`config.mk`:
```
export PLATFORM = sky130hd
export DESIGN_NAME = qslerp_cordic
export DESIGN_NICKNAME = d
export VERILOG_FILES = /design/src/rtl/qslerp_pkg.sv /design/src/rtl/qslerp_cordic.sv
export SDC_FILE = /design/constraint.sdc
export NUM_CORES = 2
export LEC_CHECK = 0
export BUFFER_PORTS_ARGS = -buffer_cell sky130_fd_sc_hd__buf_2
export CORE_ASPECT_RATIO = 0.7
export CORE_MARGIN = 5
export CORE_UTILIZATION = 23
export CTS_BUF_LIST = sky130_fd_sc_hd__clkbuf_4 sky130_fd_sc_hd__clkbuf_8
export CTS_CLUSTER_SIZE = 10
export DETAILED_ROUTE_END_ITERATION = 16
export PLACE_DENSITY = 0.45
export SETUP_SLACK_MARGIN = 0.3
export SLEW_MARGIN = 20
export SYNTH_ARGS = -nofsm -noshare
export SYNTH_HDL_FRONTEND = slang
export SYNTH_SLANG_ARGS = --single-unit
```
`constraint.sdc`:
```
create_clock -name clk -period 3.6 [get_ports clk]
set_input_delay 0.36 -clock clk [delete_from_list [all_inputs] [get_ports clk]]
set_output_delay 0.36 -clock clk [all_outputs]
set_load 0.1 [all_outputs]
```
`src/rtl/qslerp_pkg.sv`:
```
// Shared types, constants and helper functions for the quaternion slerp pipeline.
// Used by every module under rtl except qslerp_isqrt; depends on nothing else.
package qslerp_pkg;

    localparam int Q_ONE      = 16384;
    localparam int ROUND_HALF = 8192;
    localparam int DIV_BITS   = 15;
    localparam int ATAN_LEN   = 24;

    localparam logic [14:0] THRESHOLD_RESET = 15'd16302;

    // Configuration port geometry: one register, selected by the word index bit.
    localparam int   APB_ADDR_W           = 3;
    localparam int   APB_DATA_W           = 32;
    localparam logic REG_LINEAR_THRESHOLD = 1'b0;

    // atan(2^-i) scaled by 2^32
    localparam logic [31:0] ATAN_Q32 [ATAN_LEN] = '{
        32'd3373259426, 32'd1991351318, 32'd1052175346, 32'd534100635,
        32'd268086748,  32'd134174063,  32'd67103403,   32'd33553749,
        32'd16777131,   32'd8388597,    32'd4194303,    32'd2097152,
        32'd1048576,    32'd524288,     32'd262144,     32'd131072,
        32'd65536,      32'd32768,      32'd16384,      32'd8192,
        32'd4096,       32'd2048,       32'd1024,       32'd512
    };

    typedef enum logic {
        CORDIC_VECTOR,
        CORDIC_ROTATE
    } cordic_mode_t;

    typedef struct packed {
        logic signed [15:0] a_x;
        logic signed [15:0] a_y;
        logic signed [15:0] a_z;
        logic signed [15:0] a_w;
        logic signed [15:0] b_x;
        logic signed [15:0] b_y;
        logic signed [15:0] b_z;
        logic signed [15:0] b_w;
        logic [14:0]        blend;
    } req_t;

    typedef struct packed {
        logic signed [15:0] r_x;
        logic signed [15:0] r_y;
        logic signed [15:0] r_z;
        logic signed [15:0] r_w;
    } rsp_t;

    // Operands that ride alongside the angle datapath until the final blend.
    typedef struct packed {
        logic [3:0][16:0] a;
        logic [3:0][15:0] b;
        logic [14:0]      t;
        logic             lin;
    } carry_t;

    // Arctangent constant rounded to frac fraction bits.
    function automatic logic [32:0] atan_step(int i, int frac);
        logic [32:0] v;
        int          sh;
        v  = {1'b0, ATAN_Q32[i]};
        sh = 32 - frac;
        if (sh > 0)
        begin
            v = (v + (33'd1 << (sh - 1))) >> sh;
        end
        return v;
    endfunction

endpackage

```
`src/rtl/qslerp_cordic.sv`:
```
// Unrolled CORDIC, one micro-rotation per register stage, over one or more lanes.
// Vectoring mode returns the angle, rotation mode the y word; uses qslerp_pkg.
module qslerp_cordic #(
    parameter int                       W      = 19,
    parameter int                       STEPS  = 16,
    parameter int                       FRAC   = 16,
    parameter int                       LANES  = 1,
    parameter int                       SIDE_W = 8,
    parameter qslerp_pkg::cordic_mode_t MODE   = qslerp_pkg::CORDIC_ROTATE
) (
    input  logic                         clk,
    input  logic                         rst_n,
    input  logic                         adv,
    input  logic                         in_valid,
    input  logic [LANES-1:0][W-1:0]      in_x,
    input  logic [LANES-1:0][W-1:0]      in_y,
    input  logic [LANES-1:0][W-1:0]      in_z,
    input  logic [SIDE_W-1:0]            in_side,
    output logic                         out_valid,
    output logic [LANES-1:0][W-1:0]      out_res,
    output logic [SIDE_W-1:0]            out_side
);

    logic [STEPS-1:0]          v_reg;
    logic [LANES-1:0][W-1:0]   x_reg    [STEPS];
    logic [LANES-1:0][W-1:0]   y_reg    [STEPS];
    logic [LANES-1:0][W-1:0]   z_reg    [STEPS];
    logic [SIDE_W-1:0]         side_reg [STEPS];
    logic [LANES-1:0][W-1:0]   x_next   [STEPS];
    logic [LANES-1:0][W-1:0]   y_next   [STEPS];
    logic [LANES-1:0][W-1:0]   z_next   [STEPS];

    for (genvar s = 0; s < STEPS; s++)
    begin : g_stage
        localparam logic signed [W-1:0] ANGLE = W'(qslerp_pkg::atan_step(s, FRAC));
        logic [LANES-1:0][W-1:0] cx, cy, cz, nx, ny, nz;

        if (s == 0)
        begin : g_first
            assign cx = in_x;
            assign cy = in_y;
            assign cz = in_z;
        end
        else
        begin : g_rest
            assign cx = x_reg[s-1];
            assign cy = y_reg[s-1];
            assign cz = z_reg[s-1];
        end

        for (genvar l = 0; l < LANES; l++)
        begin : g_lane
            logic signed [W-1:0] xs, ys, zs, dx, dy;
            logic                m;

            assign xs = cx[l];
            assign ys = cy[l];
            assign zs = cz[l];
            assign dx = ys >>> s;
            assign dy = xs >>> s;

            // m set: x gains dx, y loses dy, the angle grows.
            if (MODE == qslerp_pkg::CORDIC_VECTOR)
            begin : g_vec
                assign m = ys > 0;
            end
            else
            begin : g_rot
                assign m = zs < 0;
            end

            assign nx[l] = m ? (xs + dx) : (xs - dx);
            assign ny[l] = m ? (ys - dy) : (ys + dy);
            assign nz[l] = m ? (zs + ANGLE) : (zs - ANGLE);
        end

        assign x_next[s] = nx;
        assign y_next[s] = ny;
        assign z_next[s] = nz;
    end

    always_ff @(posedge clk or negedge rst_n)
    begin
        if (!rst_n)
        begin
            v_reg <= '0;
        end
        else if (adv)
        begin
            v_reg <= {v_reg[STEPS-2:0], in_valid};
        end
    end

    always_ff @(posedge clk)
    begin
        if (adv)
        begin
            side_reg[0] <= in_side;
            for (int s = 0; s < STEPS; s++)
            begin
                x_reg[s] <= x_next[s];
                y_reg[s] <= y_next[s];
                z_reg[s] <= z_next[s];
            end
            for (int s = 1; s < STEPS; s++)
            begin
                side_reg[s] <= side_reg[s-1];
            end
        end
    end

    if (MODE == qslerp_pkg::CORDIC_VECTOR)
    begin : g_out_angle
        assign out_res = z_reg[STEPS-1];
    end
    else
    begin : g_out_sine
        assign out_res = y_reg[STEPS-1];
    end

    assign out_valid = v_reg[STEPS-1];
    assign out_side  = side_reg[STEPS-1];

endmodule

```
Word-level counts from Yosys, hierarchy flattened
Memories as Yosys holds them, arrays and structs flattened.
Index checks and enable logic that the tools add are counted.

word-level totals
  bits in registers = 16
  memory bits (writable) = 1040
  input port bits = 69
  word-level logic and storage cells = 166
  memories = 4

operators by class
  add/subtract/negate cells = 95
  order comparisons = 16
  multiplexer cells = 50

memory list
  memory    depth  width  read ports  clocked after memory_dff  wr ports  line                 source
  x_reg     16     19     15          0                         16        qslerp_cordic.sv:25  logic [LANES-1:0][W-1:0] x_reg [STEPS];
  y_reg     16     19     16          0                         16        qslerp_cordic.sv:26  logic [LANES-1:0][W-1:0] y_reg [STEPS];
  z_reg     16     19     15          0                         16        qslerp_cordic.sv:27  logic [LANES-1:0][W-1:0] z_reg [STEPS];
  side_reg  16     8      16          0                         16        qslerp_cordic.sv:28  logic [SIDE_W-1:0] side_reg [STEPS];

operators by type and width
  kind                                                         count
  two-way mux 19 bit                                           48
  less-than comparator 19 x 1 -> 1 bit, second input constant  16
  adder 19 x 10 -> 19 bit                                      2
  adder 19 x 11 -> 19 bit                                      2
  adder 19 x 12 -> 19 bit                                      2
  adder 19 x 12 -> 19 bit, second input constant               2
  adder 19 x 13 -> 19 bit                                      2
  adder 19 x 14 -> 19 bit                                      2
  adder 19 x 15 -> 19 bit                                      2
  adder 19 x 16 -> 19 bit                                      2
  adder 19 x 17 -> 19 bit                                      2
  adder 19 x 18 -> 19 bit                                      2
  adder 19 x 4 -> 19 bit                                       2
  adder 19 x 5 -> 19 bit                                       2
  adder 19 x 6 -> 19 bit                                       2
  adder 19 x 7 -> 19 bit                                       2
  adder 19 x 8 -> 19 bit                                       2
  adder 19 x 9 -> 19 bit                                       2
  subtractor 19 x 10 -> 19 bit                                 2
  subtractor 19 x 11 -> 19 bit                                 2
  subtractor 19 x 12 -> 19 bit                                 2
  subtractor 19 x 12 -> 19 bit, second input constant          2
  subtractor 19 x 13 -> 19 bit                                 2
  subtractor 19 x 14 -> 19 bit                                 2
  other kinds (41)                                             53

Logic depth before layout (Yosys ltp)
  word-level depth = 2
  depth in mapped cells = 16

Worst setup path before layout
Ideal clock, no wire load.

  kind = register to register
  from = memory z_reg[0][18] (netlist name)
  to = memory x_reg[0][33] (netlist name) (data pin)
  setup time = 261 ps
  arrival time = 3398 ps
  required time = 3339 ps
  path slack = -58 ps
  cell stages (with the launch flop) = 13
  buffers on the path = 2
  period minus slack after synthesis = 3658 ps
  cell sequence = edfxtp_1 > clkbuf_1 > clkbuf_1 > mux2_2 > fa_1 > a21o_1 > a21oi_1 > o21bai_1 > a2111oi_2 > o31ai_1 > a21bo_2 > a21o_1 > xor2_1

RTL lines
  item                line
  start: declaration  qslerp_cordic.sv:27
  end: declaration    qslerp_cordic.sv:25

==> results.cfg <==
[outcome]
status = completed

[timing]
finalSetupTns_ns = 0
fmax_mhz = 288
setup_slack_ns = 0.126
worst_pin_slew_ns = 0.751
timing.final.crit_share_pct = 96.5
slew_violations = 0
setup_violations = 0
worst_clock_skew_ns = 0.0657
finalHoldViolations = 0
slew_headroom_pct = 49.9
layout_min_cycle_time_ns = 3.47
rsz0062_at_grt = true

[floorplan]
core_sq_um = 306000
dieArea_sq_um = 319000
die_h_microns = 474
fp.dieW_microns = 672
initial_core_util_pct = 23.1
num_rows = 170
io_pins = 97

[cts]
cts_inserted_buffers = 171
htreeDepth = 4
cts_buffer_depth = 4
clock_latency_ns = 0.89
tritoncts = done
cts_sinks = 966
clkSlewWorstSetupHoldPaths_ns = 0.08
cts-root-buf = clkbuf_8

[route]
detail-route-antenna-nets = 0
drt-initial-drc-count = 3336
dr_total_vias = 54500
drt-wirelength-per-cell_microns = 15.8
dr.pass1.iters = 5
wl_mm = 189
via_per_inst = 4.55
route.detailed.drc = 0

[global_routing]
overflow = 0
grt_max_degree = 129
antenna_found_initial = 4
grt_pass1_wl_mm = 295
grt_pass1_vias = 52800
grt_use_total_pct = 11.3

[critical_path]
startpoint_type = flip-flop
path_class = flip-flop to flip-flop
worstPathRequired_ns = 4.27
arrival_ns = 4.14
endpoint_kind = flip-flop
cp_max_fo = 3

[synthesis]
yosysSeqAreaShare_pct = 40.9
synth.most_common_cell = edfxtp_1
ys_warn_count = 0
syn_avg_cell_area_sq_um = 10.3
syn_nets = 7807
netlist_top_cells_count = edfxtp_1, ha_1, a21oi_1, nor2_1, xnor2_1
synth_area_sq_um = 70700
synth_edf_count = 950
synth.top_cells.by_area = edfxtp_1, ha_1, xnor2_1
synth.distinct_cells = 79
synth_area_leader_cell = edfxtp_1
synthArstFlopShare_pct = 1.66
ys.flop_type = edfxtp_1
synth_cells = 6852
ys_seq_elements = 966
synth_top_cell_area_share_pct = 40.4

[flow_run]
cap_viol_max_count = 0

[layout]
drive_gt1_share_pct = 22.1
num-fill-cells = 31700
diodes = 0
syn_to_final_growth_pct = 26.2
fin_util_pct = 29.1
largest_register_ffs = 303
nets = 8777
finalNonFillerCells = 12000

[placement]
place_inst = 11400
io_buffers = 96
post-place-ws_ns = -0.514
gp_congestion = 0.839
dp_hpwl_mm = 143

[min_path]
min-delay-path-class = input pin to flip-flop
==> worst max-delay path, cell delays in order, from the launching register on <==
cell and delay [ns]:
edfxtp_1 0.39, or3_4 0.41, or4_4 0.51, nor2b_4 0.15, a21oi_2 0.07, xnor2_1 0.13, ha_1 0.33, buf_4 0.16
nand2_1 0.08, o21ai_2 0.09, o41ai_2 0.37, or4b_4 0.51, o311ai_2 0.10
==> routing by layer <==
metal  global-route usage [%]  share of wire, %  vias to the layer above
met2                     16.5                41                      908
met1                     17.5                53                    26200
met3                     1.88               4.5                      203
li1                         -                 -                    27200
met4                     1.79               1.3                        4
met5                        0             0.014                        -
==> kinds of logic (layout without fill, tap and decap cells) <==
group                    Yosys count  count (layout)  synth area share [%]
AO/OA/AOI/OAI                   1942            1942                  17.3
XOR/XNOR                         887             887                  11.0
adder cells (fa/ha/maj)          886             886                  16.2
buffers and inverters            541            1628                  2.92
flip-flops                       966             966                  40.9
multiplexers                     101             101                  1.51
AND/OR/NAND/NOR                 1529            1529                  10.2
==> cell type report <==
type	instances	area [sq um]	share of cell area, %
clock buffer	211	2690	3.02
clock inverter	79	796	0.892
inverter	439	1670	1.87
multi-input combinational	5345	43000	48.3
sequential	966	28900	32.4
tap	4042	5060	5.67
timing repair buffer	899	7000	7.85
==> final timing paths <==
kind	start	endpoint	slack [ns]	depth (start not counted)
worst min register to register	z_reg[0][122]$_DFFE_PP_	z_reg[0][141]$_DFFE_PP_	0.39	0
worst min-delay path	in_x[1]	y_reg[0][1]$_DFFE_PP_	0.1	3
worst max-delay path	x_reg[0][25]$_DFFE_PP_	y_reg[0][55]$_DFFE_PP_	0.13	12
min in group asynchronous	rst_n	v_reg[13]$_DFFE_PN0P_	0.62	3
worst max register to register	x_reg[0][25]$_DFFE_PP_	y_reg[0][55]$_DFFE_PP_	0.13	12
max in group asynchronous	rst_n	v_reg[5]$_DFFE_PN0P_	2.53	3
==> metrics by stage <==
step / area [sq um] / hold slack (ns)
2_1_floorplan: 70900 / 0.0644
3_3_place_gp: 80000 / 0.281
3_5_place_dp: 80000 / 0.293
4_1_cts: 86000 / 0.00208
5_1_grt: 89200 / 0.0595
6_report: 89200 / 0.100
==> cell usage in the layout (no fill, tap or decap), drive strengths merged, types with 172 or more instances in the layout <==
cell type / n
a21o: 270
a21oi: 734
buf: 860
clkbuf: 211
edfxtp: 950
ha: 842
inv: 433
nand2: 267
nor2: 591
nor3: 172
o21ai: 326
xnor2: 560
xor2: 327
==> repair_timing <==
action,4_1_cts,5_1_grt
pin swaps,170,293
hold buffers,39,0
gates resized for setup,270,462
setup endpoints to repair,153,219
hold endpoints to repair,81,0
gates cloned,0,0
setup buffers,112,140
Power is left out: the tool's default activity adds up to more than one toggle a clock period on the data nets, which glitch-free logic cannot reach.
