### src/rtl/qslerp_pkg.sv
// Shared types, constants and helper functions for the quaternion slerp pipeline.
// Used by every module under rtl except qslerp_isqrt; depends on nothing else.
package qslerp_pkg;

    localparam int Q_ONE      = 16384;
    localparam int ROUND_HALF = 8192;
    localparam int DIV_BITS   = 15;
    localparam int ATAN_LEN   = 24;

    localparam logic [14:0] THRESHOLD_RESET = 15'd16302;

    // Configuration port geometry: one register, selected by the word index bit.
    localparam int   APB_ADDR_W           = 3;
    localparam int   APB_DATA_W           = 32;
    localparam logic REG_LINEAR_THRESHOLD = 1'b0;

    // atan(2^-i) scaled by 2^32
    localparam logic [31:0] ATAN_Q32 [ATAN_LEN] = '{
        32'd3373259426, 32'd1991351318, 32'd1052175346, 32'd534100635,
        32'd268086748,  32'd134174063,  32'd67103403,   32'd33553749,
        32'd16777131,   32'd8388597,    32'd4194303,    32'd2097152,
        32'd1048576,    32'd524288,     32'd262144,     32'd131072,
        32'd65536,      32'd32768,      32'd16384,      32'd8192,
        32'd4096,       32'd2048,       32'd1024,       32'd512
    };

    typedef enum logic {
        CORDIC_VECTOR,
        CORDIC_ROTATE
    } cordic_mode_t;

    typedef struct packed {
        logic signed [15:0] a_x;
        logic signed [15:0] a_y;
        logic signed [15:0] a_z;
        logic signed [15:0] a_w;
        logic signed [15:0] b_x;
        logic signed [15:0] b_y;
        logic signed [15:0] b_z;
        logic signed [15:0] b_w;
        logic [14:0]        blend;
    } req_t;

    typedef struct packed {
        logic signed [15:0] r_x;
        logic signed [15:0] r_y;
        logic signed [15:0] r_z;
        logic signed [15:0] r_w;
    } rsp_t;

    // Operands that ride alongside the angle datapath until the final blend.
    typedef struct packed {
        logic [3:0][16:0] a;
        logic [3:0][15:0] b;
        logic [14:0]      t;
        logic             lin;
    } carry_t;

    // Arctangent constant rounded to frac fraction bits.
    function automatic logic [32:0] atan_step(int i, int frac);
        logic [32:0] v;
        int          sh;
        v  = {1'b0, ATAN_Q32[i]};
        sh = 32 - frac;
        if (sh > 0)
        begin
            v = (v + (33'd1 << (sh - 1))) >> sh;
        end
        return v;
    endfunction

endpackage

### src/rtl/qslerp_front.sv
// Front end of the slerp pipeline: dot product, hemisphere flip, rounding and 1 - dot^2.
// Four register stages; uses qslerp_pkg.
module qslerp_front (
    input  logic                clk,
    input  logic                rst_n,
    input  logic                adv,
    input  logic                in_valid,
    input  qslerp_pkg::req_t    in_data,
    input  logic [14:0]         threshold,
    output logic                out_valid,
    output logic [28:0]         out_rad,
    output logic [13:0]         out_dot,
    output qslerp_pkg::carry_t  out_carry
);

    logic [3:0] v_reg;

    logic signed [15:0] a1_reg [4];
    logic signed [15:0] b1_reg [4];
    logic signed [31:0] p1_reg [4];
    logic [14:0]        t1_reg;

    logic signed [15:0] a2_reg [4];
    logic signed [15:0] b2_reg [4];
    logic [14:0]        t2_reg;
    logic signed [33:0] sum2_reg;

    qslerp_pkg::carry_t carry3_reg;
    logic [13:0]        d3_reg;

    qslerp_pkg::carry_t carry4_reg;
    logic [13:0]        d4_reg;
    logic [28:0]        rad4_reg;

    logic signed [15:0] a_in [4];
    logic signed [15:0] b_in [4];
    logic [14:0]        t_clamp;
    logic signed [33:0] sum_next;
    logic               neg;
    logic [33:0]        mag;
    logic [33:0]        rounded;
    logic [19:0]        dval;
    qslerp_pkg::carry_t carry3_next;
    logic [27:0]        dsq;
    logic [28:0]        rad_next;

    assign a_in = '{in_data.a_x, in_data.a_y, in_data.a_z, in_data.a_w};
    assign b_in = '{in_data.b_x, in_data.b_y, in_data.b_z, in_data.b_w};
    assign t_clamp = (in_data.blend > 15'(qslerp_pkg::Q_ONE)) ? 15'(qslerp_pkg::Q_ONE)
                                                              : in_data.blend;

    assign sum_next = 34'(p1_reg[0]) + 34'(p1_reg[1]) + 34'(p1_reg[2]) + 34'(p1_reg[3]);

    // The sign is taken from the exact sum, before rounding.
    assign neg     = sum2_reg[33];
    assign mag     = neg ? 34'(-sum2_reg) : 34'(sum2_reg);
    assign rounded = mag + 34'(qslerp_pkg::ROUND_HALF);
    assign dval    = rounded[33:14];

    always_comb
    begin
        carry3_next.t   = t2_reg;
        carry3_next.lin = !((dval < 20'(threshold)) && (dval < 20'(qslerp_pkg::Q_ONE)));
        for (int k = 0; k < 4; k++)
        begin
            carry3_next.a[k] = neg ? 17'(-17'(a2_reg[k])) : 17'(a2_reg[k]);
            carry3_next.b[k] = b2_reg[k];
        end
    end

    assign dsq      = 28'(d3_reg) * 28'(d3_reg);
    assign rad_next = (29'd1 << 28) - 29'(dsq);

    always_ff @(posedge clk or negedge rst_n)
    begin
        if (!rst_n)
        begin
            v_reg <= '0;
        end
        else if (adv)
        begin
            v_reg <= {v_reg[2:0], in_valid};
        end
    end

    always_ff @(posedge clk)
    begin
        if (adv)
        begin
            for (int k = 0; k < 4; k++)
            begin
                a1_reg[k] <= a_in[k];
                b1_reg[k] <= b_in[k];
                p1_reg[k] <= a_in[k] * b_in[k];
                a2_reg[k] <= a1_reg[k];
                b2_reg[k] <= b1_reg[k];
            end
            t1_reg     <= t_clamp;
            t2_reg     <= t1_reg;
            sum2_reg   <= sum_next;
            carry3_reg <= carry3_next;
            d3_reg     <= dval[13:0];
            carry4_reg <= carry3_reg;
            d4_reg     <= d3_reg;
            rad4_reg   <= rad_next;
        end
    end

    assign out_valid = v_reg[3];
    assign out_rad   = rad4_reg;
    assign out_dot   = d4_reg;
    assign out_carry = carry4_reg;

endmodule

### config.mk
export PLATFORM = sky130hd
export DESIGN_NAME = qslerp_front
export DESIGN_NICKNAME = d
export VERILOG_FILES = /design/src/rtl/qslerp_pkg.sv /design/src/rtl/qslerp_front.sv
export SDC_FILE = /design/constraint.sdc
export NUM_CORES = 2
export LEC_CHECK = 0
export ABC_CLOCK_PERIOD_IN_PS = 15600
export BUFFER_PORTS_ARGS = -buffer_cell sky130_fd_sc_hd__buf_2
export CORE_UTILIZATION = 60
export CTS_CLUSTER_SIZE = 20
export DETAILED_ROUTE_END_ITERATION = 8
export PLACE_DENSITY = 0.8
export RECOVER_POWER = 25
export SLEW_MARGIN = 20
export SYNTH_ARGS = -nofsm -noshare
export SYNTH_HDL_FRONTEND = slang
export SYNTH_SLANG_ARGS = --single-unit
### constraint.sdc
create_clock -name clk -period 15.6 [get_ports clk]
set_clock_uncertainty 0.05 [all_clocks]
set_input_delay 0.78 -clock clk [delete_from_list [all_inputs] [get_ports clk]]
set_output_delay 0.78 -clock clk [all_outputs]
set_load 0.02 [all_outputs]
After elaboration in Yosys (flattened, before gate mapping)
Memories as Yosys holds them, arrays and structs flattened. A register that Yosys moved wholly into a read port is not among the register bits.
Cells that the tools add are included.
- add/sub/neg operators: 10
- multipliers: 5
- divide/modulo/power cells: 0
- order comparisons: 3
- equality and inequality tests: 0
- shift operators: 0
- multiplexer cells: 7
- bitwise operators: 0
- reduce and logical (&&, ||, !) cells: 2
- operators by type and width (operator ; count):
    multiplier 16 x 16 -> 32 bit ; 4
    2-to-1 mux 17 bit ; 4
    negator 16 -> 17 bit ; 4
    adder 33 x 32 -> 34 bit ; 1
    adder 34 x 14 -> 34 bit, second input constant ; 1
    adder 34 x 32 -> 34 bit ; 1
    2-to-1 mux 34 bit ; 1
    negator 34 bit ; 1
    adder 32 x 32 -> 33 bit ; 1
    subtractor 29 x 28 -> 29 bit, first input constant ; 1
    multiplier 14 x 14 -> 28 bit ; 1
    less-than comparator 20 x 15 -> 1 bit ; 1
    less-than comparator 20 x 15 -> 1 bit, second input constant ; 1
    > comparator 15 bit, second input constant ; 1
    2-to-1 mux 1 bit ; 2
    logical AND 1 bit ; 1
    logical NOT 1 bit ; 1
- flip-flop bits (word level): 357
- latch bits: 0
- bits in writable memories: 384
- memory bits (read-only): 0
- bits of input ports: 162
- output and inout port bits: 192
- word-level logic and storage cells: 55
- memories kept: 5
- memories (name ; words ; bits a word ; rd ports ; clocked after Yosys merged registers in ; wr ports ; line ; text):
    p1_reg ; 4 ; 32 ; 4 ; 0 ; 4 ; qslerp_front.sv:20 ; logic signed [31:0] p1_reg [4];
    a1_reg ; 4 ; 16 ; 4 ; 0 ; 4 ; qslerp_front.sv:18 ; logic signed [15:0] a1_reg [4];
    a2_reg ; 4 ; 16 ; 4 ; 0 ; 4 ; qslerp_front.sv:23 ; logic signed [15:0] a2_reg [4];
    b1_reg ; 4 ; 16 ; 4 ; 0 ; 4 ; qslerp_front.sv:19 ; logic signed [15:0] b1_reg [4];
    b2_reg ; 4 ; 16 ; 4 ; 4 ; 4 ; qslerp_front.sv:24 ; logic signed [15:0] b2_reg [4];

Logic depth before layout (Yosys ltp)
- depth after elaboration: 6
- gate-level depth with buffers: 26
- depth with buffers taken out: 25

Worst setup path before layout
OpenSTA, ideal clock, no wires.
- path kind: input to register
- start: in in_data[106] (netlist name)
- end: mem p1_reg[2][31], data pin
- setup time: 0.260 ns
- arrival time: 6.551 ns
- required time: 15.290 ns
- setup slack: 8.739 ns
- stages: 22
- buffers on the path: 1
- cells stage by stage: clkbuf_1 -> nand2_1 -> fa_1 -> fa_1 -> inv_1 -> fa_1 -> inv_1 -> fa_1 -> fa_1 -> fa_1 -> inv_1 -> ha_1 -> a21oi_1 -> o21ai_0 -> o41a_1 -> a41oi_2 -> nor3_2 -> o41ai_4 -> o21ai_2 -> o41a_1 -> a211oi_2 -> xnor2_1
- RTL lines (element ; line ; text):
    from (decl) ; qslerp_front.sv:8 ; input qslerp_pkg::req_t in_data,
    to (decl) ; qslerp_front.sv:20 ;

==> impl_metrics.py <==
metrics = {
    "run_status": {
        "status": "finished, final reports clean",
    },
    "finish": {
        "area_growth_pct": 8.122,
        "fin_cells": 8500,
        "finish.instance_area_um2": 80730,
        "nets": 8668,
        "drive_gt1_share_pct": 6.546,
    },
    "grt": {
        "overflow": 0,
        "antenna_found_initial": 4,
        "grt_max_degree": 180,
        "grt_pass1_vias": 50205,
        "grt_pass1_wl_mm": 260.1,
        "grt_use_total_pct": 26.46,
    },
    "clock_tree": {
        "cts_tree": "yes",
        "clock_latency_ns": 0.70,
        "cts_buffers": 87,
        "cts.sinks": 803,
        "cts.clk_slew.worst_paths_ns": 0.07,
        "root_buffer": "clkbuf_16",
        "post_cts_buffers": 0,
        "htreeDepth": 3,
        "cts_buffer_depth": 3,
    },
    "critical_path": {
        "cp-endpoint": "p1_reg[0][31]$_DFFE_PP_",
        "cp-start-kind": "primary input",
        "worst_ep_arrival_time_ns": 7.38,
        "cp.required_ns": 16.00,
        "r2r_end": "out_rad[27]$_DFFE_PP_",
        "r2r_slack_ns": 8.77,
        "worst_path_max_delay_cell": "clkbuf_1",
        "r2r-start": "d3_reg[2]$_DFFE_PP_",
        "crit_top_cell": "fa_1",
        "endpoint_kind": "flip-flop",
        "reg2regPathDepth": 20,
        "worstPathMaxFanout": 17,
        "path_class": "in2reg",
        "crit_path_cell_trace": "clkbuf_1 > nand2_1 > fa_1 > fa_1 > fa_1 > fa_1 > inv_1 > fa_1 > fa_1 > ha_1 > a21o_1 > a21o_1 > a311oi_1 > o22ai_1 > a211oi_2 > o31ai_1 > o41a_1 > a21o_1 > a21oi_1 > xnor2_1",
        "crit_start": "in_data[136]",
        "max_stage_delay_ns": 0.69,
    },
    "routing": {
        "wl_per_cell_um": 18.69,
        "drc": 0,
        "vias_per_cell": 5.461,
        "drtAntennaViolNets": 0,
        "drtIter0Drc": 3513,
        "wl_mm": 158.9,
        "dr_total_vias": 46416,
        "dr.pass1.iters": 6,
    },
    "synth": {
        "yosysUniqueCellTypes": 76,
        "yosys_most_used_dff": "edfxtp_1",
        "synth_top_cell_by_area": "fa_1",
        "synthTopCellsByCount": "inv_1 (1451), fa_1 (1236), edfxtp_1 (799)",
        "ys_warn_count": 0,
        "ys_async_sr_fraction_pct": 0.4981,
        "syn_area_per_cell_um2": 11.48,
        "yosys-top-cells-area": "fa_1 (33%), edfxtp_1 (32%), ha_1 (8.1%)",
        "synth_cells": 6503,
        "yosysMostFrequentCell": "inv_1",
        "yosysSeqAreaShare_pct": 32.27,
        "synth_area_um2": 74660,
        "synth_edf_count": 799,
        "ys_ff_latch": 803,
        "synth.top_cell.area_share_pct": 33.14,
        "syn_nets": 8383,
    },
    "place": {
        "numPortBuffers": 353,
        "dp_slack_ns": 8.276,
        "dp_hpwl_mm": 123.3,
        "gp_congestion": 0.8941,
        "dpl.cell_count": 8335,
        "post_dp_cell_area_um2": 77940,
    },
    "floorplan": {
        "die_w_um": 354.8,
        "rows": 129,
        "ios": 354,
        "die-area_um2": 125900,
        "fp.coreArea_um2": 123600,
        "die_h_um": 354.8,
        "start_util_pct": 60.39,
    },
    "sta": {
        "slew_violations": 0,
        "worst_pin_slew_ns": 1.076,
        "hold_violations": 0,
        "fin_setup_tns_ns": 0,
        "fin_ws_ns": 8.618,
        "rsz0062_at_grt": "no",
        "maxSlewHeadroom_pct": 28.24,
        "setup_viol": 0,
        "fmax_mhz": 143.2,
        "fin_crit_ns": 6.982,
        "fin_crit_sh_pct": 44.75,
    },
    "min_path": {
        "hold_class": "in2reg",
    },
    "job": {
        "drv_cap": 0,
    },
}
## critical path: cells and delay by family
family	cells	cell delay [ns]
fa+ha+maj	7	3.44
compound gates	9	2.14
buf+inv	2	0.74
simple gates	1	0.19
xor+xnor	1	0.08
## cells in the final DEF (no fill, tap or decap), drive strengths merged, types with 79 or more instances in the layout
master and count:
a21oi 131, fa 1236, edfxtp 799, buf 269, nand2 638, and2 513, clkbuf 191, a21o 79
o21ai 97, xnor2 226, nor2 172, inv 1466, ha 482
## per-layer routing
| layer | wire length [um] | global-route usage, % | vias up | share of wire [%] |
|---|---|---|---|---|
| met4 | 6339 | 11.31 | 0 | 4.0 |
| li1 | - | - | 20821 | - |
| met3 | 9032 | 2.931 | 416 | 5.7 |
| met1 | 62260 | 33.95 | 23560 | 39 |
| met2 | 81230 | 45.77 | 1619 | 51 |
| met5 | 0 | 0 | - | 0 |
## cell type report
cell class | instances | area (um^2)
diodes | 4 | 10.01
clock buffers | 98 | 2240
clock inverters | 62 | 636.9
fillers | 9098 | 42910
inverters | 1451 | 5446
multi-input cells | 4082 | 44490
flip-flops and latches | 803 | 24090
well taps | 1637 | 2048
repair buffers | 363 | 1767
## kinds of logic after synthesis
group	count (synthesis)	synth area share (%)
buffers and inverters	1618	8.148
xor gates and xnor gates	282	3.308
DFF	803	32.27
adders and majority gates	1719	41.23
muxes	12	0.1810
and+or+nand+nor	1575	10.45
AOI/OAI and AO/OA	494	4.417
## per-stage QoR
stage	utilization, %	hold slack (ns)
after floorplan	-	0.3503
after global placement	63.04	0.3501
after detailed placement	63.04	0.3545
after CTS	65.38	0.2191
after global routing	65.30	0.2647
final	65.30	0.2773
## worst min-delay path by stage
stage                                start                      to  slack [ns]  cells after the start
floorplan           a1_reg[0][0]$_DFFE_PP_  a2_reg[0][0]$_DFFE_PP_        0.35                      0
global placement    b1_reg[1][8]$_DFFE_PP_  b2_reg[1][8]$_DFFE_PP_        0.35                      0
detailed placement  a1_reg[1][6]$_DFFE_PP_  a2_reg[1][6]$_DFFE_PP_        0.35                      0
CTS                               in_valid    v_reg[0]$_DFFE_PN0P_        0.22                      2
global route                      in_valid    v_reg[0]$_DFFE_PN0P_        0.26                      2
finish                            in_valid    v_reg[0]$_DFFE_PN0P_        0.28                      2
## timing repair
item                      CTS  global route
hold endpoints to repair    4             0
resized for setup           0             0
hold buffers                1             0
Power is left out: the tool's default activity adds up to more than one toggle a clock period on the data nets, which glitch-free logic cannot reach.
