<file path="src/rtl/qslerp_pkg.sv">
// Shared types, constants and helper functions for the quaternion slerp pipeline.
// Used by every module under rtl except qslerp_isqrt; depends on nothing else.
package qslerp_pkg;

    localparam int Q_ONE      = 16384;
    localparam int ROUND_HALF = 8192;
    localparam int DIV_BITS   = 15;
    localparam int ATAN_LEN   = 24;

    localparam logic [14:0] THRESHOLD_RESET = 15'd16302;

    // Configuration port geometry: one register, selected by the word index bit.
    localparam int   APB_ADDR_W           = 3;
    localparam int   APB_DATA_W           = 32;
    localparam logic REG_LINEAR_THRESHOLD = 1'b0;

    // atan(2^-i) scaled by 2^32
    localparam logic [31:0] ATAN_Q32 [ATAN_LEN] = '{
        32'd3373259426, 32'd1991351318, 32'd1052175346, 32'd534100635,
        32'd268086748,  32'd134174063,  32'd67103403,   32'd33553749,
        32'd16777131,   32'd8388597,    32'd4194303,    32'd2097152,
        32'd1048576,    32'd524288,     32'd262144,     32'd131072,
        32'd65536,      32'd32768,      32'd16384,      32'd8192,
        32'd4096,       32'd2048,       32'd1024,       32'd512
    };

    typedef enum logic {
        CORDIC_VECTOR,
        CORDIC_ROTATE
    } cordic_mode_t;

    typedef struct packed {
        logic signed [15:0] a_x;
        logic signed [15:0] a_y;
        logic signed [15:0] a_z;
        logic signed [15:0] a_w;
        logic signed [15:0] b_x;
        logic signed [15:0] b_y;
        logic signed [15:0] b_z;
        logic signed [15:0] b_w;
        logic [14:0]        blend;
    } req_t;

    typedef struct packed {
        logic signed [15:0] r_x;
        logic signed [15:0] r_y;
        logic signed [15:0] r_z;
        logic signed [15:0] r_w;
    } rsp_t;

    // Operands that ride alongside the angle datapath until the final blend.
    typedef struct packed {
        logic [3:0][16:0] a;
        logic [3:0][15:0] b;
        logic [14:0]      t;
        logic             lin;
    } carry_t;

    // Arctangent constant rounded to frac fraction bits.
    function automatic logic [32:0] atan_step(int i, int frac);
        logic [32:0] v;
        int          sh;
        v  = {1'b0, ATAN_Q32[i]};
        sh = 32 - frac;
        if (sh > 0)
        begin
            v = (v + (33'd1 << (sh - 1))) >> sh;
        end
        return v;
    endfunction

endpackage

</file>
<file path="src/rtl/qslerp_weight.sv">
// Blend weights from the sine ratios: a check stage, then a restoring divider
// with one quotient bit per stage for each of the two weights; uses qslerp_pkg.
module qslerp_weight #(
    parameter int W = 19
) (
    input  logic                clk,
    input  logic                rst_n,
    input  logic                adv,
    input  logic                in_valid,
    input  logic [2:0][W-1:0]   in_sine,
    input  qslerp_pkg::carry_t  in_carry,
    output logic                out_valid,
    output logic [14:0]         out_wa,
    output logic [14:0]         out_wb,
    output qslerp_pkg::carry_t  out_carry
);

    localparam int NW = W + 15;
    localparam int NS = qslerp_pkg::DIV_BITS + 1;

    logic [NS-1:0]          v_reg;
    logic [1:0][NW-1:0]     rem_reg   [NS];
    logic [1:0][14:0]       q_reg     [NS];
    logic [1:0]             neg_reg   [NS];
    logic [1:0]             sat_reg   [NS];
    logic [NW-1:0]          den_reg   [NS];
    logic                   lin_reg   [NS];
    qslerp_pkg::carry_t     carry_reg [NS];

    logic [1:0][NW-1:0]     rem_next  [NS];
    logic [1:0][14:0]       q_next    [NS];
    logic [1:0]             neg_in;
    logic [1:0]             sat_in;
    logic [NW-1:0]          den_in;
    logic                   lin_in;

    assign den_in = NW'(in_sine[0]);
    // A sine of theta that is not positive falls back to linear blending.
    assign lin_in = in_carry.lin || !($signed(in_sine[0]) > 0);

    for (genvar l = 0; l < 2; l++)
    begin : g_check
        logic [NW-1:0] num;
        assign num       = NW'(in_sine[l+1]);
        assign neg_in[l] = in_sine[l+1][W-1];
        assign rem_next[0][l] = (num << 14) + (den_in >> 1);
        assign sat_in[l] = rem_next[0][l] >= ((den_in << 14) + den_in);
        assign q_next[0][l] = '0;
    end

    for (genvar k = 1; k < NS; k++)
    begin : g_div
        localparam int BIT = qslerp_pkg::DIV_BITS - k;
        for (genvar l = 0; l < 2; l++)
        begin : g_lane
            logic [NW-1:0] sub;
            logic          take;
            assign sub  = den_reg[k-1] << BIT;
            assign take = rem_reg[k-1][l] >= sub;
            assign rem_next[k][l] = take ? (rem_reg[k-1][l] - sub) : rem_reg[k-1][l];
            assign q_next[k][l]   = q_reg[k-1][l] | (15'(take) << BIT);
        end
    end

    always_ff @(posedge clk or negedge rst_n)
    begin
        if (!rst_n)
        begin
            v_reg <= '0;
        end
        else if (adv)
        begin
            v_reg <= {v_reg[NS-2:0], in_valid};
        end
    end

    always_ff @(posedge clk)
    begin
        if (adv)
        begin
            neg_reg[0]   <= neg_in;
            sat_reg[0]   <= sat_in;
            den_reg[0]   <= den_in;
            lin_reg[0]   <= lin_in;
            carry_reg[0] <= in_carry;
            for (int k = 0; k < NS; k++)
            begin
                rem_reg[k] <= rem_next[k];
                q_reg[k]   <= q_next[k];
            end
            for (int k = 1; k < NS; k++)
            begin
                neg_reg[k]   <= neg_reg[k-1];
                sat_reg[k]   <= sat_reg[k-1];
                den_reg[k]   <= den_reg[k-1];
                lin_reg[k]   <= lin_reg[k-1];
                carry_reg[k] <= carry_reg[k-1];
            end
        end
    end

    logic [1:0][14:0] w_div;

    for (genvar l = 0; l < 2; l++)
    begin : g_out
        assign w_div[l] = neg_reg[NS-1][l] ? 15'd0
                        : sat_reg[NS-1][l] ? 15'(qslerp_pkg::Q_ONE)
                        : q_reg[NS-1][l];
    end

    assign out_valid = v_reg[NS-1];
    assign out_carry = carry_reg[NS-1];
    assign out_wa    = lin_reg[NS-1] ? (15'(qslerp_pkg::Q_ONE) - carry_reg[NS-1].t) : w_div[0];
    assign out_wb    = lin_reg[NS-1] ? carry_reg[NS-1].t : w_div[1];

endmodule

</file>
<file path="config.mk">
export PLATFORM = sky130hd
export DESIGN_NAME = qslerp_weight
export DESIGN_NICKNAME = d
export VERILOG_FILES = /design/src/rtl/qslerp_pkg.sv /design/src/rtl/qslerp_weight.sv
export SDC_FILE = /design/constraint.sdc
export NUM_CORES = 2
export LEC_CHECK = 0
export ABC_CLOCK_PERIOD_IN_PS = 3600
export BUFFER_PORTS_ARGS = -buffer_cell sky130_fd_sc_hd__clkbuf_2
export CAP_MARGIN = 20
export CELL_PAD_IN_SITES_DETAIL_PLACEMENT = 1
export CELL_PAD_IN_SITES_GLOBAL_PLACEMENT = 2
export CORE_MARGIN = 2
export CORE_UTILIZATION = 42
export DETAILED_ROUTE_END_ITERATION = 8
export PLACE_DENSITY_LB_ADDON = 0.1
export REMOVE_ABC_BUFFERS = 1
export SLEW_MARGIN = 15
export SYNTH_ARGS = -nofsm -noshare
export SYNTH_HDL_FRONTEND = slang
export SYNTH_MEMORY_MAX_BITS = 65536
export SYNTH_SLANG_ARGS = --single-unit
export TNS_END_PERCENT = 50
</file>
<file path="constraint.sdc">
create_clock -name clk -period 3.6 [get_ports clk]
set_clock_uncertainty 0.15 [all_clocks]
set_input_delay 0.36 -clock clk [delete_from_list [all_inputs] [get_ports clk]]
set_output_delay 0.36 -clock clk [all_outputs]
set_load 0.01 [all_outputs]
</file>
# --- Yosys cells after proc, flatten, opt, wreduce, memory -nomap -nowiden ---
# Memory sizes are Yosys's and may differ from the RTL's.
# Cells that the tools add are included.
# W data, S select, Z words.
classes:
  addsub: 34
  magnitude_cmp: 33
  muxes: 38
  bitwise_logic: 30
  reduce_logical: 2
ops:
  columns: ["operator", "n"]
  rows:
  - ["$ge A34 B34 Y1", 32]
  - ["$mux W34", 30]
  - ["$sub A34 B34 Y34", 30]
  - ["$mux W15", 6]
  - ["$add A33 B18 Y34", 2]
  - ["$add A33 B19 Y34", 1]
  - ["$or A15 B1 Y15", 2]
  - ["$or A15 B10 Y15", 2]
  - ["$or A15 B11 Y15", 2]
  - ["$or A15 B12 Y15", 2]
  - ["$or A15 B13 Y15", 2]
  - ["$or A15 B14 Y15", 2]
  - ["$or A15 B15 Y15", 2]
  - ["$or A15 B2 Y15", 2]
  - ["$or A15 B3 Y15", 2]
  - ["$or A15 B4 Y15", 2]
  - ["$or A15 B5 Y15", 2]
  - ["$or A15 B6 Y15", 2]
  - ["$or A15 B7 Y15", 2]
  - ["$or A15 B8 Y15", 2]
  - ["$or A15 B9 Y15", 2]
  - ["$gt A19 B1 Y1 const B", 1]
  - ["$sub A15 B15 Y15 const A", 1]
  - ["$mux W1", 2]
  - ["other kinds (2)", 2]
word_totals:
  wordCells: 145
  n_memories: 7
  in_bits: 209
  out_inout_bits: 179
  mem_bits_rw: 4560
  regBits: 16
mem_list:
  columns: ["name", "depth", "width", "rd", "rd_clocked_by_memory_dff", "write_ports", "line", "text"]
  rows:
  - ["carry_reg", 16, 148, 16, 0, 16, "qslerp_weight.sv:28", "qslerp_pkg::carry_t carry_reg [NS];"]
  - ["rem_reg", 16, 68, 15, 0, 16, "qslerp_weight.sv:22", "logic [1:0][NW-1:0] rem_reg [NS];"]
  - ["den_reg", 16, 34, 15, 0, 16, "qslerp_weight.sv:26", "logic [NW-1:0] den_reg [NS];"]
  - ["q_reg", 16, 30, 16, 0, 16, "qslerp_weight.sv:23", "logic [1:0][14:0] q_reg [NS];"]
  - ["neg_reg", 16, 2, 16, 0, 16, "qslerp_weight.sv:24", "logic [1:0] neg_reg [NS];"]
  - ["sat_reg", 16, 2, 16, 0, 16, "qslerp_weight.sv:25", "logic [1:0] sat_reg [NS];"]
  - ["1 more memories", null, null, null, null, null, null, null]

# --- Depth between registers and ports, before layout ---
# An unclocked memory read counts as a cell.
depth:
  depth_word: 4
  ltp_mapped: 15
  depth_no_buf: 15

# --- Worst setup path after synthesis ---
# OpenSTA, ideal clock, no wires.
synth_timing:
  kind: "in2reg"
  from: "input in_sine[15] in the netlist's numbering"
  to: "memory sat_reg[0][0] (data pin)"
  arrival_ns: 3.167
  setup_slack_ns: 0.028
  path_buffers: 0
  required_time_ns: 3.195
  stages: 12
  setup_time_ns: 0.255
  path_cell_list: "ha_1 inv_1 fa_1 nor2b_1 o21ai_0 a2111oi_0 nand3_1 xnor2_1 a31o_2 maj3_1 a21oi_1 a21bo_2"
synth_rtl:
  columns: ["element", "line", "text"]
  rows:
  - ["start: declaration", "qslerp_weight.sv:10", "input logic [2:0][W-1:0] in_sine,"]
  - ["end: declaration", "qslerp_weight.sv:25", null]

==> results.yml <==
run_status:
  status: "complete, but fails checks"
  violations: "setup timing"
power_and_ir_drop:
  peakVddDrop_mv: 0.4825
  leakagePower_nw: 70.04
  cellPowerDensity_nw_per_um2: 716.1
sta:
  grt_setup_unrepaired: "true"
  finalHoldViolations: 0
  period_needed_ns: 3.876
  max_freq_ghz: 0.2580
  setup_viol: 3
  max_slew_margin_pct: 39.14
  min_period_over_period_pct: 107.7
  worstMarginPinSlew_ns: 0.9128
  maxSlewViolCount: 0
  fin_setup_tns_ns: -0.6490
  timing.final.ws_setup_ns: -0.2759
  fin_hold_ws_ns: 0.04737
cts:
  clkTransAtPathRegs_ns: 0.07
  cts.sinks: 3771
  numCtsBuffers: 392
  cts.path.max_buffers: 4
  clkLatencyLatePin_ns: 0.96
  cts_tree: "done"
  clockRootBuffer: "clkbuf_16"
  htreeDepth: 5
synth:
  yosysTopAreaCell: "edfxtp_1"
  async_flop_share_pct: 0.4243
  ys.flop_type: "edfxtp_1"
  synth_edf_count: 3755
  synth.distinct_cells: 103
  ys_seq_area_share_pct: 73.30
  avgSynthCellArea_sq_um: 15.56
  yosys_warnings: 0
  synthCells: 9923
  synth_top_area_share_pct: 73.04
  syn_area_sq_um: 154400
  synth_seq_cells: 3771
  synth.area.top_cells: "edfxtp_1, ha_1, xnor2_1, a21oi_1, xor2_1"
placed_design:
  gp_routability_congestion: 0.8888
  io_buffers: 387
  pre_cts_ws_ns: -0.7920
  hpwl_microns: 272500
  place_area_sq_um: 169200
floorplan:
  die_x_microns: 610.3
  die_h_microns: 610.3
  core_region_area_sq_um: 365800
  dieArea_sq_um: 372400
  rows: 222
  start_util_pct: 42.20
  io_pins: 388
setup_path:
  critPathKind: "reg -> out"
  critPathRequiredTime_ns: 3.09
  worstPathArrival_ns: 3.37
  path_cells: "or4_4 -> nor4_4 -> nand2b_1 -> or3_4 -> nor3_4 -> xor2_1 -> nand2_1 -> o31ai_1 -> buf_4"
  slowest_delay_ns: 0.60
  startpoint_type: "register"
  slowest_stage: "or4_4"
  crit_fanout: 2
  end_kind: "output port"
  rrSetupSlack_ns: 0.05
final_layout:
  final_common_cell: "edfxtp_1"
  regArea_sq_um: 113200
  final_nets: 12740
  area_growth_pct: 21.70
  multi_input_area_sq_um: 39340
  drive_gt1_share_pct: 20.43
  fin_area_sq_um: 187900
  largest_register_ffs: 2368
  mostFrequentLayoutCells: "edfxtp_1, buf_4, ha_1"
  nFillCells: 35180
min_path:
  hold_path.class: "in -> reg"
routing:
  routed_wirelength_microns: 371300
  ant_nets: 0
  vias: 86140
  via_per_inst: 5.059
  first_iter_violations: 4426
  drt_pass1_iterations: 5
  wl_per_cell_microns: 21.81
  drc_errors: 0
grt:
  antenna_found_initial: 11
  grt_usage_pct: 19.67
  grt_overflow: 0
  grt_pass1_wl_microns: 559900
  grt_max_degree: 138
  grt_pass1_vias: 92440
flow_run:
  cap_violations: 0
==> per-layer routing <==
layer	global-route usage [%]	vias up	wire [microns]
met5	0	-	0
met4	6.055	0	11610
met3	2.397	517	10830
met2	36.08	1111	194000
met1	24.05	42920	155000
li1	-	41590	-
==> where the power goes <==
part           internal (mW)  total [mW]  switching [mW]
logic                   15.3        34.3            19.0
registers               56.1        59.9            3.87
clock network           23.2        40.3            17.0
==> through the flow <==
step | total power [mW] | util (%) | cells
after CTS | 135.3 | 50.99 | 16980
after floorplan | 79.14 | - | 9643
after global routing | 141.6 | 51.36 | 17030
after detailed placement | 93.72 | 46.25 | 15870
after global placement | 92.73 | 46.25 | 15870
final | 134.5 | 51.36 | 17030
==> area by class of cell <==
class | count | area share, %
clock inverter | 266 | 1.510
antenna | 10 | 0.01332
multi-input combinational | 5405 | 20.94
sequential | 3771 | 60.23
tap | 4816 | 3.207
clock buffer | 458 | 5.387
inverter | 472 | 0.9477
timing repair buffer | 1831 | 7.764
==> path summary, 6_finish.rpt <==
kind,from,to,cells after the start
max in group asynchronous,rst_n,v_reg[10],3
min,in_carry[140],carry_reg[0][140],2
min reg2reg,carry_reg[3][11],carry_reg[3][159],0
max,carry_reg[3][449],out_wa[14],9
max reg2reg,den_reg[7][10],rem_reg[1][42],12
min in group asynchronous,rst_n,v_reg[1],3
==> synth_stat cells (15+ instances only) <==
cell and count:
edfxtp_1 3755, ha_1 628, nand2_1 557, a21oi_1 536, nor2_1 523, o21ai_0 485, inv_1 470, xnor2_1 358
xor2_1 303, a21o_1 194, nor3_1 170, nand3_1 150, buf_4 148, clkbuf_1 104, nor2b_1 101, mux2_2 99
nand4_1 94, nand2b_1 90, or3_1 90, nor4_1 89, o21a_1 86, a211oi_1 58, o31ai_1 56, o21bai_1 51
and3_1 46, a31oi_1 44, o211ai_1 42, fa_1 31, a21boi_0 29, and2_1 28, or2_2 28, a22o_1 27
a2111oi_0 26, or4_1 23, buf_2 22, nand3b_1 22, and4_1 19, nor3b_1 19, a31o_2 18, o2111ai_1 18
o31a_1 18, dfrtp_1 16, mux2_4 15
==> what timing repair did <==
item                       4_1_cts  5_1_grt
hold buffers                   347        0
setup buffers                   29       39
pin swaps                       27       68
resized for setup              146      226
cloned                           6        4
setup endpoints to repair      447      482
hold endpoints to repair       299        0
==> critical path: cells and delay by family (launching register included) <==
family	cells	cell delay, ns
flops	1	0.40
compound gates	1	0.09
buf+inv	1	0.20
simple gates	6	1.54
xor+xnor	1	0.16
==> cell families (layout without fill, tap and decap cells) <==
family                   Yosys count  after routing  share of synthesized area (%)
AO/OA/AOI/OAI                   1840           1842                          7.516
XOR/XNOR                         661            661                          3.750
adder cells (fa/ha/maj)          666            666                          5.537
buffers and inverters            752           3027                          2.217
flip-flops                      3771           3771                          73.30
multiplexers                     125            125                         0.9394
other                              0             10                              0
AND/OR/NAND/NOR                 2108           2111                          6.737
Note: power is estimated with default switching activity, not from simulation.
